## src/rtl/hcsd_pkg.sv

```systemverilog
// Package for the HTTP chunked stream decoder.
// Holds the phase, kind and error codes, the line flag type and the hex decode.
// No dependencies.
package hcsd_pkg;

  localparam int unsigned SIZE_WIDTH_DEFAULT = 32;

  localparam logic [7:0] CHAR_SEMI = 8'h3B;
  localparam logic [7:0] CHAR_CR   = 8'h0D;
  localparam logic [7:0] CHAR_LF   = 8'h0A;
  localparam int unsigned DIGIT_BITS = 4;

  typedef enum logic [7:0] {
    PH_SIZE    = 8'b0000_0001,
    PH_PAYLOAD = 8'b0000_0010,
    PH_DATA_CR = 8'b0000_0100,
    PH_DATA_LF = 8'b0000_1000,
    PH_FIN_CR  = 8'b0001_0000,
    PH_FIN_LF  = 8'b0010_0000,
    PH_DONE    = 8'b0100_0000,
    PH_ERROR   = 8'b1000_0000
  } phase_t;

  typedef enum logic [1:0] {
    K_FRAME   = 2'd0,
    K_PAYLOAD = 2'd1,
    K_DONE    = 2'd2,
    K_ERROR   = 2'd3
  } kind_t;

  typedef enum logic [2:0] {
    E_NONE      = 3'd0,
    E_DATA_CRLF = 3'd1,
    E_FIN_CRLF  = 3'd2,
    E_MALFORMED = 3'd3,
    E_NON_HEX   = 3'd4,
    E_EMPTY     = 3'd5,
    E_OVERFLOW  = 3'd6
  } err_t;

  typedef struct packed {
    logic semi;
    logic digit;
    logic badhex;
    logic ovf;
    logic cr;
  } line_flags_t;

  typedef struct packed {
    logic       valid;
    logic [3:0] value;
  } hex_digit_t;

  function automatic hex_digit_t hex_decode(input logic [7:0] c);
    hex_digit_t d;
    d.valid = 1'b1;
    d.value = 4'd0;
    if (c >= 8'h30 && c <= 8'h39) begin
      d.value = 4'(c - 8'h30);
    end else if (c >= 8'h61 && c <= 8'h66) begin
      d.value = 4'(c - 8'h57);
    end else if (c >= 8'h41 && c <= 8'h46) begin
      d.value = 4'(c - 8'h37);
    end else begin
      d.valid = 1'b0;
    end
    return d;
  endfunction

endpackage

```

## src/rtl/hcsd_in_if.sv

```systemverilog
// Input channel of the chunked stream decoder: one wire byte per word.
// Depends on nothing.
interface hcsd_in_if;
  logic       valid;
  logic       ready;
  logic [7:0] wire_byte;

  modport source (output valid, output wire_byte, input ready);
  modport sink (input valid, input wire_byte, output ready);
endinterface

```

## src/rtl/hcsd_out_if.sv

```systemverilog
// Result channel of the chunked stream decoder: one decode result per word.
// Depends on hcsd_pkg for the kind and error code types.
interface hcsd_out_if;
  logic          valid;
  logic          ready;
  hcsd_pkg::kind_t kind;
  logic [7:0]    payload_byte;
  logic          chunk_end;
  hcsd_pkg::err_t  error_code;

  modport source (output valid, output kind, output payload_byte, output chunk_end,
                  output error_code, input ready);
  modport sink (input valid, input kind, input payload_byte, input chunk_end,
                input error_code, output ready);
endinterface

```

## src/rtl/http_chunked_stream_decoder_core.sv

```systemverilog
// Top level of the HTTP/1.1 chunked transfer decoder.
// Depends on hcsd_pkg, hcsd_in_if and hcsd_out_if.
//
// The decoder takes one body byte per word and returns exactly one result word for it:
// framing, payload (with the last byte of each chunk marked), stream complete, or error.
// It accepts a byte in every clock cycle; each byte is decoded in the cycle it is
// accepted and its result sits in the output register in the following cycle. The only limit
// on rate is the output register: a new byte is taken whenever that register is empty
// or is being read in the same cycle. Errors and the complete indication are sticky
// until reset. Chunk sizes wider than SIZE_WIDTH bits are reported as overflow.
module http_chunked_stream_decoder_core #(
  parameter int unsigned SIZE_WIDTH = hcsd_pkg::SIZE_WIDTH_DEFAULT
) (
  input logic        clk,
  input logic        rst,
  hcsd_in_if.sink    rx,
  hcsd_out_if.source tx
);
  import hcsd_pkg::*;

  phase_t                phase, phase_next;
  logic [SIZE_WIDTH-1:0] chunk_remaining, chunk_remaining_next;
  logic [SIZE_WIDTH-1:0] size_acc, size_acc_next;
  line_flags_t           line_flags, line_flags_next;
  err_t                  sticky_error, sticky_error_next;

  kind_t      res_kind;
  logic [7:0] res_payload;
  logic       res_chunk_end;
  err_t       res_error;

  hex_digit_t            digit;
  logic                  accept;
  logic [SIZE_WIDTH-1:0] remaining_dec;

  assign rx.ready      = !tx.valid || tx.ready;
  assign accept        = rx.valid && rx.ready;
  assign digit         = hex_decode(rx.wire_byte);
  assign remaining_dec = chunk_remaining - SIZE_WIDTH'(1);

  always_comb begin
    phase_next           = phase;
    chunk_remaining_next = chunk_remaining;
    size_acc_next        = size_acc;
    line_flags_next      = line_flags;
    sticky_error_next    = sticky_error;
    res_kind             = K_FRAME;
    res_payload          = 8'd0;
    res_chunk_end        = 1'b0;
    case (phase)
      PH_SIZE: begin
        if (rx.wire_byte == CHAR_LF) begin
          if (!line_flags.cr) begin
            sticky_error_next = E_MALFORMED;
          end else if (line_flags.badhex) begin
            sticky_error_next = E_NON_HEX;
          end else if (!line_flags.digit) begin
            sticky_error_next = E_EMPTY;
          end else if (line_flags.ovf) begin
            sticky_error_next = E_OVERFLOW;
          end
          if (!line_flags.cr || line_flags.badhex || !line_flags.digit || line_flags.ovf) begin
            phase_next = PH_ERROR;
            res_kind   = K_ERROR;
          end else if (size_acc == '0) begin
            phase_next = PH_FIN_CR;
          end else begin
            chunk_remaining_next = size_acc;
            phase_next           = PH_PAYLOAD;
          end
          size_acc_next   = '0;
          line_flags_next = '0;
        end else begin
          // A CR that was not followed by LF is an ordinary line byte.
          if (line_flags.cr && !line_flags.semi) begin
            line_flags_next.badhex = 1'b1;
          end
          if (rx.wire_byte == CHAR_CR) begin
            line_flags_next.cr = 1'b1;
          end else begin
            line_flags_next.cr = 1'b0;
            if (!line_flags_next.semi) begin
              if (rx.wire_byte == CHAR_SEMI) begin
                line_flags_next.semi = 1'b1;
              end else if (!line_flags_next.badhex) begin
                if (digit.valid) begin
                  if (size_acc[SIZE_WIDTH-1 -: DIGIT_BITS] != '0) begin
                    line_flags_next.ovf = 1'b1;
                  end
                  size_acc_next         = {size_acc[SIZE_WIDTH-DIGIT_BITS-1:0], digit.value};
                  line_flags_next.digit = 1'b1;
                end else begin
                  line_flags_next.badhex = 1'b1;
                end
              end
            end
          end
        end
      end
      PH_PAYLOAD: begin
        res_kind             = K_PAYLOAD;
        res_payload          = rx.wire_byte;
        chunk_remaining_next = remaining_dec;
        if (remaining_dec == '0) begin
          res_chunk_end = 1'b1;
          phase_next    = PH_DATA_CR;
        end
      end
      PH_DATA_CR: begin
        if (rx.wire_byte == CHAR_CR) begin
          phase_next = PH_DATA_LF;
        end else begin
          phase_next        = PH_ERROR;
          sticky_error_next = E_DATA_CRLF;
          res_kind          = K_ERROR;
        end
      end
      PH_DATA_LF: begin
        if (rx.wire_byte == CHAR_LF) begin
          phase_next = PH_SIZE;
        end else begin
          phase_next        = PH_ERROR;
          sticky_error_next = E_DATA_CRLF;
          res_kind          = K_ERROR;
        end
      end
      PH_FIN_CR: begin
        if (rx.wire_byte == CHAR_CR) begin
          phase_next = PH_FIN_LF;
        end else begin
          phase_next        = PH_ERROR;
          sticky_error_next = E_FIN_CRLF;
          res_kind          = K_ERROR;
        end
      end
      PH_FIN_LF: begin
        if (rx.wire_byte == CHAR_LF) begin
          phase_next = PH_DONE;
          res_kind   = K_DONE;
        end else begin
          phase_next        = PH_ERROR;
          sticky_error_next = E_FIN_CRLF;
          res_kind          = K_ERROR;
        end
      end
      PH_DONE: begin
        res_kind = K_DONE;
      end
      default: begin
        phase_next = PH_ERROR;
        res_kind   = K_ERROR;
      end
    endcase
    res_error = (res_kind == K_ERROR) ? sticky_error_next : E_NONE;
  end

  always_ff @(posedge clk) begin
    if (rst) begin
      phase           <= PH_SIZE;
      chunk_remaining <= '0;
      size_acc        <= '0;
      line_flags      <= '0;
      sticky_error    <= E_NONE;
      tx.valid        <= 1'b0;
    end else begin
      if (accept) begin
        phase           <= phase_next;
        chunk_remaining <= chunk_remaining_next;
        size_acc        <= size_acc_next;
        line_flags      <= line_flags_next;
        sticky_error    <= sticky_error_next;
        tx.valid        <= 1'b1;
      end else if (tx.ready) begin
        tx.valid <= 1'b0;
      end
    end
  end

  always_ff @(posedge clk) begin
    if (accept) begin
      tx.kind         <= res_kind;
      tx.payload_byte <= res_payload;
      tx.chunk_end    <= res_chunk_end;
      tx.error_code   <= res_error;
    end
  end

  a_error_sticky: assert property (@(posedge clk) disable iff (rst)
    accept && phase == PH_ERROR |=> tx.valid && tx.kind == K_ERROR && phase == PH_ERROR)
    else $error("error phase left or non-error result after error");

  a_done_sticky: assert property (@(posedge clk) disable iff (rst)
    accept && phase == PH_DONE |=> tx.valid && tx.kind == K_DONE && phase == PH_DONE)
    else $error("done phase left or wrong result after stream end");

  a_chunk_end_phase: assert property (@(posedge clk) disable iff (rst)
    accept && phase == PH_PAYLOAD && chunk_remaining == SIZE_WIDTH'(1)
    |=> tx.chunk_end && phase == PH_DATA_CR)
    else $error("last payload byte not marked or CR LF check not entered");

  a_payload_nonzero: assert property (@(posedge clk) disable iff (rst)
    phase == PH_PAYLOAD |-> chunk_remaining != '0)
    else $error("payload phase with no bytes due");

  a_error_code_kind: assert property (@(posedge clk) disable iff (rst)
    tx.valid && tx.kind != K_ERROR |-> tx.error_code == E_NONE && sticky_error == E_NONE)
    else $error("error code present without an error result");

endmodule

```

## src/flat_wrapper.sv

```systemverilog
// flat-port wrapper written by rule: the top's interface ports become plain ports
module http_chunked_stream_decoder_core_flat import hcsd_pkg::*;
#(
  parameter int unsigned SIZE_WIDTH = hcsd_pkg::SIZE_WIDTH_DEFAULT
)
  (clk, rst, rx_valid, rx_wire_byte, rx_ready, tx_valid, tx_kind, tx_payload_byte, tx_chunk_end, tx_error_code, tx_ready);
  hcsd_in_if rx_i ();
  hcsd_out_if tx_i ();
  input logic clk;
  input logic rst;
  input wire logic [$bits(rx_i.valid)-1:0] rx_valid;
  input wire logic [$bits(rx_i.wire_byte)-1:0] rx_wire_byte;
  output wire logic [$bits(rx_i.ready)-1:0] rx_ready;
  output wire logic [$bits(tx_i.valid)-1:0] tx_valid;
  output wire logic [$bits(tx_i.kind)-1:0] tx_kind;
  output wire logic [$bits(tx_i.payload_byte)-1:0] tx_payload_byte;
  output wire logic [$bits(tx_i.chunk_end)-1:0] tx_chunk_end;
  output wire logic [$bits(tx_i.error_code)-1:0] tx_error_code;
  input wire logic [$bits(tx_i.ready)-1:0] tx_ready;
  assign rx_i.valid = rx_valid;
  assign rx_i.wire_byte = rx_wire_byte;
  assign rx_ready = rx_i.ready;
  assign tx_valid = tx_i.valid;
  assign tx_kind = tx_i.kind;
  assign tx_payload_byte = tx_i.payload_byte;
  assign tx_chunk_end = tx_i.chunk_end;
  assign tx_error_code = tx_i.error_code;
  assign tx_i.ready = tx_ready;
  http_chunked_stream_decoder_core #(.SIZE_WIDTH(SIZE_WIDTH)) u_core (.clk(clk), .rst(rst), .rx(rx_i), .tx(tx_i));
endmodule
```

## config.mk

```make
export PLATFORM = sky130hd
export DESIGN_NAME = http_chunked_stream_decoder_core_flat
export DESIGN_NICKNAME = d
export VERILOG_FILES = /design/src/rtl/hcsd_pkg.sv /design/src/rtl/hcsd_in_if.sv /design/src/rtl/hcsd_out_if.sv /design/src/rtl/http_chunked_stream_decoder_core.sv /design/src/flat_wrapper.sv
export SDC_FILE = /design/constraint.sdc
export NUM_CORES = 1
export LEC_CHECK = 0
export BUFFER_PORTS_ARGS = -buffer_cell sky130_fd_sc_hd__buf_2
export CORE_UTILIZATION = 55
export CTS_CLUSTER_DIAMETER = 80
export DETAILED_ROUTE_END_ITERATION = 10
export HOLD_SLACK_MARGIN = 0.08
export PLACE_DENSITY = 0.76
export SLEW_MARGIN = 40
export SYNTH_ARGS = -nofsm -noshare
export SYNTH_HDL_FRONTEND = slang
export SYNTH_SLANG_ARGS = --single-unit
```

## constraint.sdc

```tcl
create_clock -name clk -period 2.25 [get_ports clk]
set_input_delay 0.225 -clock clk [delete_from_list [all_inputs] [get_ports clk]]
set_output_delay 0.225 -clock clk [all_outputs]
set_load 0.05 [all_outputs]
```

==> results of run 1 <==
## worst max-delay path, delay by kind of cell (launching register included)
kind                   cells  cell delay, ns
AOI/OAI and AO/OA          2            0.25
buffers and inverters      2            0.33
and+or+nand+nor            4            1.15
DFF                        1            0.34
## layout make-up
class / instances / area (um2) / share of cell area
Timing Repair Buffer: 122 / 943.4 / 0.1425
Sequential cell: 95 / 2047 / 0.3092
Clock buffer: 10 / 148.9 / 0.02249
Multi-Input combinational cell: 515 / 3226 / 0.4872
Clock inverter: 6 / 41.29 / 0.006237
Inverter: 14 / 52.55 / 0.007938
Tap cell: 129 / 161.4 / 0.02438
## cell usage in the layout (no fill, tap or decap), drive strengths merged, types with 6 or more instances in the layout
cell    instances
a21oi          56
a22oi          30
a31oi           6
and2            9
buf           120
clkbuf         12
dfxtp          81
edfxtp         14
ha              6
inv            16
nand2          60
nand2b         11
nand3          15
nand4          11
nor2           88
nor3           31
nor4           26
o21ai          43
o32ai           6
or3             8
or4             6
xnor2           7
## per-layer routing
layer / part of all wire / vias up
li1: - / 2667
met1: 0.44 / 2721
met2: 0.45 / 302
met3: 0.083 / 52
met4: 0.026 / 0
met5: 0 / -
## kinds of logic after synthesis
| logic type | Yosys count |
|---|---|
| xor+xnor | 8 |
| simple gates | 298 |
| mux | 5 |
| flops | 95 |
| compound gates | 198 |
| fa+ha+maj | 6 |
| buf+inv | 62 |
## through the flow
stage	util	setup slack, ns	hold WS, ns	setup TNS (ns)
2_1_floorplan	-	0.01579	0.3545	0
3_3_place_gp	0.6640	0.02089	0.4668	0
3_5_place_dp	0.6640	-0.07217	0.4881	-0.1780
4_1_cts	0.6877	0.0007498	0.1086	0
5_1_grt	0.7097	-0.03325	0.1052	-0.09066
6_report	0.7097	0.04223	0.1136	0
## power by group through the flow
stage | Sequential, W | Clock, W | Combinational, W
2_1_floorplan | 0.00200 | 0 | 0.000807
3_3_place_gp | 0.00188 | 0 | 0.00137
3_5_place_dp | 0.00188 | 0 | 0.00140
4_1_cts | 0.00184 | 0.00112 | 0.00143
5_1_grt | 0.00186 | 0.00119 | 0.00163
6_report | 0.00185 | 0.00111 | 0.00153
## path summary, 6_finish.rpt
kind / start / end / cells past startpoint
max: u_core.phase[7] / u_core.tx.error_code[2] / 8
min reg2reg: u_core.size_acc[2] / u_core.size_acc[2] / 2
min: rx_valid / u_core.tx.valid / 3
max reg2reg: u_core.phase[7] / u_core.tx.error_code[2] / 8
## state kept, by name, indices dropped and copies added (netlist names)
name / cells
u_core.chunk_remaining: 32
u_core.size_acc: 32
u_core.phase: 8
u_core.tx.payload_byte: 8
u_core.line_flags: 5
u_core.sticky_error: 3
u_core.tx.error_code: 3
u_core.tx.kind: 2
u_core.tx.chunk_end: 1
u_core.tx.valid: 1
## repair_timing
action                                 4_1_cts  5_1_grt
setup endpoints to repair                   16       63
buffers inserted                             0        2
gates resized for setup                      7       32
cloned                                       0        2
pin swaps                                    0       11
endpoints found under the hold margin        0        0
==> impl_metrics.py, run 1 <==
metrics = {
    "outcome": {
        "outcome": "completed",
    },
    "setup_path": {
        "path_cells": "or4_4, buf_6, nor4_2, buf_4, a22o_1, a31oi_1, and3_4, nor3_2",
        "ff2ff_setup_slack_ns": 0.04,
        "end_kind": "flop",
        "cp-start-kind": "flop",
        "crit_required_ns": 2.47,
        "max_stage_delay_ns": 0.55,
        "worstSetupPathType": "flop to flop",
        "crit_fanout": 5,
        "slowest_stage": "or4_4",
        "arrival_ns": 2.42,
    },
    "final_layout": {
        "fin_nets": 775,
        "area_delta_synth_final_pct": 23.59,
        "final_area_um2": 6620,
        "finalNonFillerCells": 891,
        "antenna_cells": 0,
        "fillers": 782,
        "drive_gt1_frac": 0.2493,
    },
    "clock_network": {
        "clock-sinks": 95,
        "cts.reportedPaths.clkPinSlew_ns": 0.10,
        "clockBufferDepth": 2,
        "cts_tree": "built",
        "cts_hold_buf": 0,
        "root_buffer": "clkbuf_8",
        "cts_buffers": 9,
        "clk_latency_ns": 0.36,
        "cts_max_level": 3,
    },
    "global_routing": {
        "antenna_found_initial": 0,
        "grtUsageMet2": 0.5011,
        "met3_usage": 0.05340,
        "overflow": 0,
        "gr-usage-all-layers": 0.3239,
        "grt-busiest-layer": "met2",
        "grt_pass1_wl_um": 25880,
        "grt_max_degree": 67,
        "grtUsageMet1": 0.4605,
        "grt_pass1_vias": 5221,
    },
    "routing": {
        "vias": 5742,
        "first_iter_violations": 522,
        "finalWirelength_um": 16310,
        "wl_per_cell_um": 18.31,
        "drc": 0,
        "ant_nets": 0,
        "via_per_inst": 6.444,
        "first_pass_iters": 5,
    },
    "floorplanning": {
        "die_x_um": 100.7,
        "core_area_um2": 9328,
        "rows": 35,
        "dieArea_um2": 10140,
        "die_h_um": 100.7,
        "initial_core_util": 0.5742,
        "pin_count": 28,
    },
    "sta": {
        "fin_skew_ns": 0.007486,
        "maxSlewHeadroom": 0.6420,
        "clock.fmax_mhz": 452.9,
        "tightestPinTransition_ns": 0.5370,
        "hold_viol_final": 0,
        "post-route-period-util": 0.9812,
        "min_period_ns": 2.208,
        "grt_setup_unrepaired": "true",
        "setup_violations": 0,
        "drv_slew": 0,
    },
    "worst_hold_path": {
        "hold_path_class": "input port to flop",
    },
    "placement": {
        "gp_congestion": 1.023,
        "dp.cells": 871,
        "portBuffers": 27,
        "placed_cell_area_um2": 6193,
        "hpwl_um": 11260,
    },
    "yosys": {
        "yosysMostFrequentCell": "nor2_1",
        "yosysTopAreaCellShare": 0.3027,
        "synth-main-ff-cell": "dfxtp_1",
        "yosys-mux-area-fraction": 0.009344,
        "netlist_area_um2": 5356,
        "synth-xor-area-share": 0.01308,
        "ys_seq_elements": 95,
        "syn_area_per_cell_um2": 7.971,
        "synth-seq-area-share": 0.3812,
        "syn_inst": 672,
        "synth_commonest_cells": "87 x nor2_1, 81 x dfxtp_1, 59 x nand2_1, 56 x a21oi_1, 40 x o21ai_0",
        "synth_fa_ha_area_frac": 0.01402,
        "synthArstFlopShare": 0,
        "synth_simple_gate_area_frac": 0.2934,
        "synth.distinct_cells": 71,
        "synth.largest_area_cell": "dfxtp_1",
        "netlist_top_cells_area": "dfxtp_1 30%, edfxtp_1 7.8%, nor2_1 6.1%",
        "yosysWarnings": 0,
        "synth_edf_count": 14,
        "synth-compound-area-share": 0.2413,
        "synth_top_family_by_area": "simple AND/OR/NAND/NOR gates",
        "synth_fp_nets": 690,
    },
    "job": {
        "cap_violations": 0,
    },
    "power": {
        "leakagePower_nw": 2.556,
        "combPwrFrac": 0.340,
        "power-per-cell-area_nw_per_um2": 678.1,
        "switching_share": 0.3518,
        "pwr-share-seq": 0.412,
        "p_switching_w": 0.001579,
        "totalPowerFinal_w": 0.004489,
        "clock_power_share": 0.248,
        "p_int_w": 0.002910,
        "vdd_drop_max_mv": 0.4342,
    },
}
Note: power is estimated with default switching activity, not from simulation.
==> inputs of run 2 (changes only) <==
--- a/config.mk
+++ b/config.mk
@@ -6,11 +6,13 @@
 export NUM_CORES = 1
 export LEC_CHECK = 0
 export BUFFER_PORTS_ARGS = -buffer_cell sky130_fd_sc_hd__buf_2
-export CORE_UTILIZATION = 55
+export CORE_ASPECT_RATIO = 0.9
+export CORE_MARGIN = 2
+export CORE_UTILIZATION = 56
 export CTS_CLUSTER_DIAMETER = 80
 export DETAILED_ROUTE_END_ITERATION = 10
 export HOLD_SLACK_MARGIN = 0.08
-export PLACE_DENSITY = 0.76
+export PLACE_DENSITY = 0.77
 export SLEW_MARGIN = 40
 export SYNTH_ARGS = -nofsm -noshare
 export SYNTH_HDL_FRONTEND = slang
==> impl_metrics.py, run 2 (synthesized netlist as in run 1, its figures left out) <==
metrics = {
    "outcome": {
        "outcome": "completed",
    },
    "placement": {
        "place_ws_ns": -0.1035,
        "portBuffers": 27,
        "hpwl_um": 11610,
        "gp_congestion": 0.9881,
    },
    "power": {
        "pwr-share-seq": 0.405,
        "switching_share": 0.3685,
        "combPwrFrac": 0.348,
        "vdd_drop_max_mv": 0.5408,
        "totalPowerFinal_w": 0.004561,
        "p_switching_w": 0.001681,
        "p_int_w": 0.002880,
        "leakagePower_nw": 2.646,
        "power-per-cell-area_nw_per_um2": 672.1,
        "clock_power_share": 0.246,
    },
    "global_routing": {
        "gr-usage-all-layers": 0.3210,
        "grt_max_degree": 68,
        "grtUsageMet1": 0.4947,
        "grtUsageMet2": 0.4537,
        "met3_usage": 0.07008,
        "grt_pass1_vias": 5100,
        "antenna_found_initial": 1,
        "grt_pass1_wl_um": 26620,
        "overflow": 0,
        "grt-busiest-layer": "met1",
    },
    "clock_network": {
        "cts_buffers": 9,
        "cts_max_level": 3,
        "cts_tree": "built",
        "clock-sinks": 95,
        "root_buffer": "clkbuf_8",
        "cts.reportedPaths.clkPinSlew_ns": 0.11,
        "clk_latency_ns": 0.38,
        "clockBufferDepth": 2,
    },
    "final_layout": {
        "fin_nets": 781,
        "antenna_cells": 0,
        "drive_gt1_frac": 0.2656,
        "top_regs": "u_core.chunk_remaining (32), u_core.size_acc (32)",
        "final_cell_mix": "87 x buf_4, 86 x nor2_1, 72 x dfxtp_1",
        "final_util": 0.7371,
        "final_common_cell": "buf_4",
        "area_delta_synth_final_pct": 26.70,
    },
    "floorplanning": {
        "initial_core_util": 0.5817,
        "rows": 33,
        "pin_count": 28,
        "core_area_um2": 9208,
        "dieArea_um2": 10360,
        "die_x_um": 107.1,
        "die_h_um": 96.78,
    },
    "worst_hold_path": {
        "whs_endpoint": "u_core.tx.valid",
        "hold_depth": 3,
        "hold_start": "tx_ready",
        "hold_path_class": "input port to flop",
    },
    "sta": {
        "min_period_ns": 2.228,
        "fin_skew_ns": 0.01628,
        "setup_violations": 0,
        "tightestPinTransition_ns": 0.5011,
        "drv_slew": 0,
        "clock.fmax_mhz": 448.8,
        "grt_setup_unrepaired": "true",
        "post-route-period-util": 0.9902,
        "maxSlewHeadroom": 0.6647,
        "hold_viol_final": 0,
        "setup_ws_ns": 0.02197,
        "hold_ws_ns": 0.1204,
    },
    "setup_path": {
        "worstSetupPathType": "flop to flop",
        "cp-start-kind": "flop",
        "worstReg2RegStart": "u_core.phase[6]",
        "end_kind": "flop",
        "crit_fanout": 15,
        "crit_required_ns": 2.56,
        "arrival_ns": 2.54,
        "ff2ff_setup_slack_ns": 0.02,
        "r2r_cells": 10,
        "regToRegEndpoint": "u_core.size_acc[26]",
    },
    "routing": {
        "finalWirelength_um": 16950,
        "first_pass_iters": 6,
        "ant_nets": 0,
        "wl_per_cell_um": 19.05,
        "via_per_inst": 6.481,
        "vias": 5768,
        "first_iter_violations": 650,
        "drc": 0,
    },
    "job": {
        "cap_violations": 0,
    },
}
[run 2: area by class of cell]
class,count,area (um2)
Multi-Input combinational cell,515,3307
Fill cell,676,2421
Sequential cell,95,2053
Timing Repair Buffer,128,1033
Tap cell,122,152.6
Clock buffer,10,127.6
Clock inverter,6,60.06
Inverter,14,52.55
[run 2: repair_timing]
item | in CTS | in global routing
hold endpoints to repair | 1 | 0
setup buffers | 0 | 6
endpoints found under the setup margin | 8 | 58
pin swaps | 1 | 17
resized for setup | 9 | 47
hold buffers | 1 | 0
cloned | 0 | 3
[run 2: worst max-delay path by stage]
stage | slack [ns] | startpoint | cells after the start | endpoint
after floorplan | 0.02 | u_core.tx.valid | 9 | u_core.size_acc[1]
after global placement | 0.04 | u_core.chunk_remaining[1] | 9 | u_core.tx.chunk_end
after detailed placement | -0.10 | rx_wire_byte[0] | 10 | u_core.tx.error_code[0]
after CTS | -0.002 | u_core.phase[7] | 7 | u_core.sticky_error[2]
after global routing | -0.1 | u_core.chunk_remaining[16] | 9 | u_core.chunk_remaining[30]
final | 0.02 | u_core.phase[6] | 10 | u_core.size_acc[26]
[run 2: critical path, stage by stage (launching register included)]
cell	delay, ns
dfxtp_2	0.34
or4_4	0.56
buf_8	0.16
nor2_8	0.14
nand2_4	0.06
buf_4	0.18
nor3_4	0.18
buf_6	0.14
clkbuf_16	0.16
a22oi_1	0.10
nor2_1	0.12
[run 2: power by group through the flow]
stage,clock network [W],registers [W],logic (W)
2_1_floorplan,0,0.00200,0.000807
3_3_place_gp,0,0.00188,0.00138
3_5_place_dp,0,0.00188,0.00140
4_1_cts,0.00113,0.00185,0.00145
5_1_grt,0.00119,0.00186,0.00169
6_report,0.00112,0.00185,0.00159
[run 2: per-stage QoR]
stage	cells	setup TNS [ns]	instance area, um2
floorplan	672	0	5369
global placement	864	0	6210
detailed placement	864	-0.2359	6210
CTS	881	-0.001956	6456
global route	890	-0.3581	6787
finish	890	0	6787
[run 2: per-layer routing]
| layer | vias to the layer above | routed length [um] |
|---|---|---|
| met2 | 318 | 7333 |
| li1 | 2674 | - |
| met1 | 2750 | 7327 |
| met4 | 0 | 218 |
| met3 | 26 | 2070 |
| met5 | - | 0 |
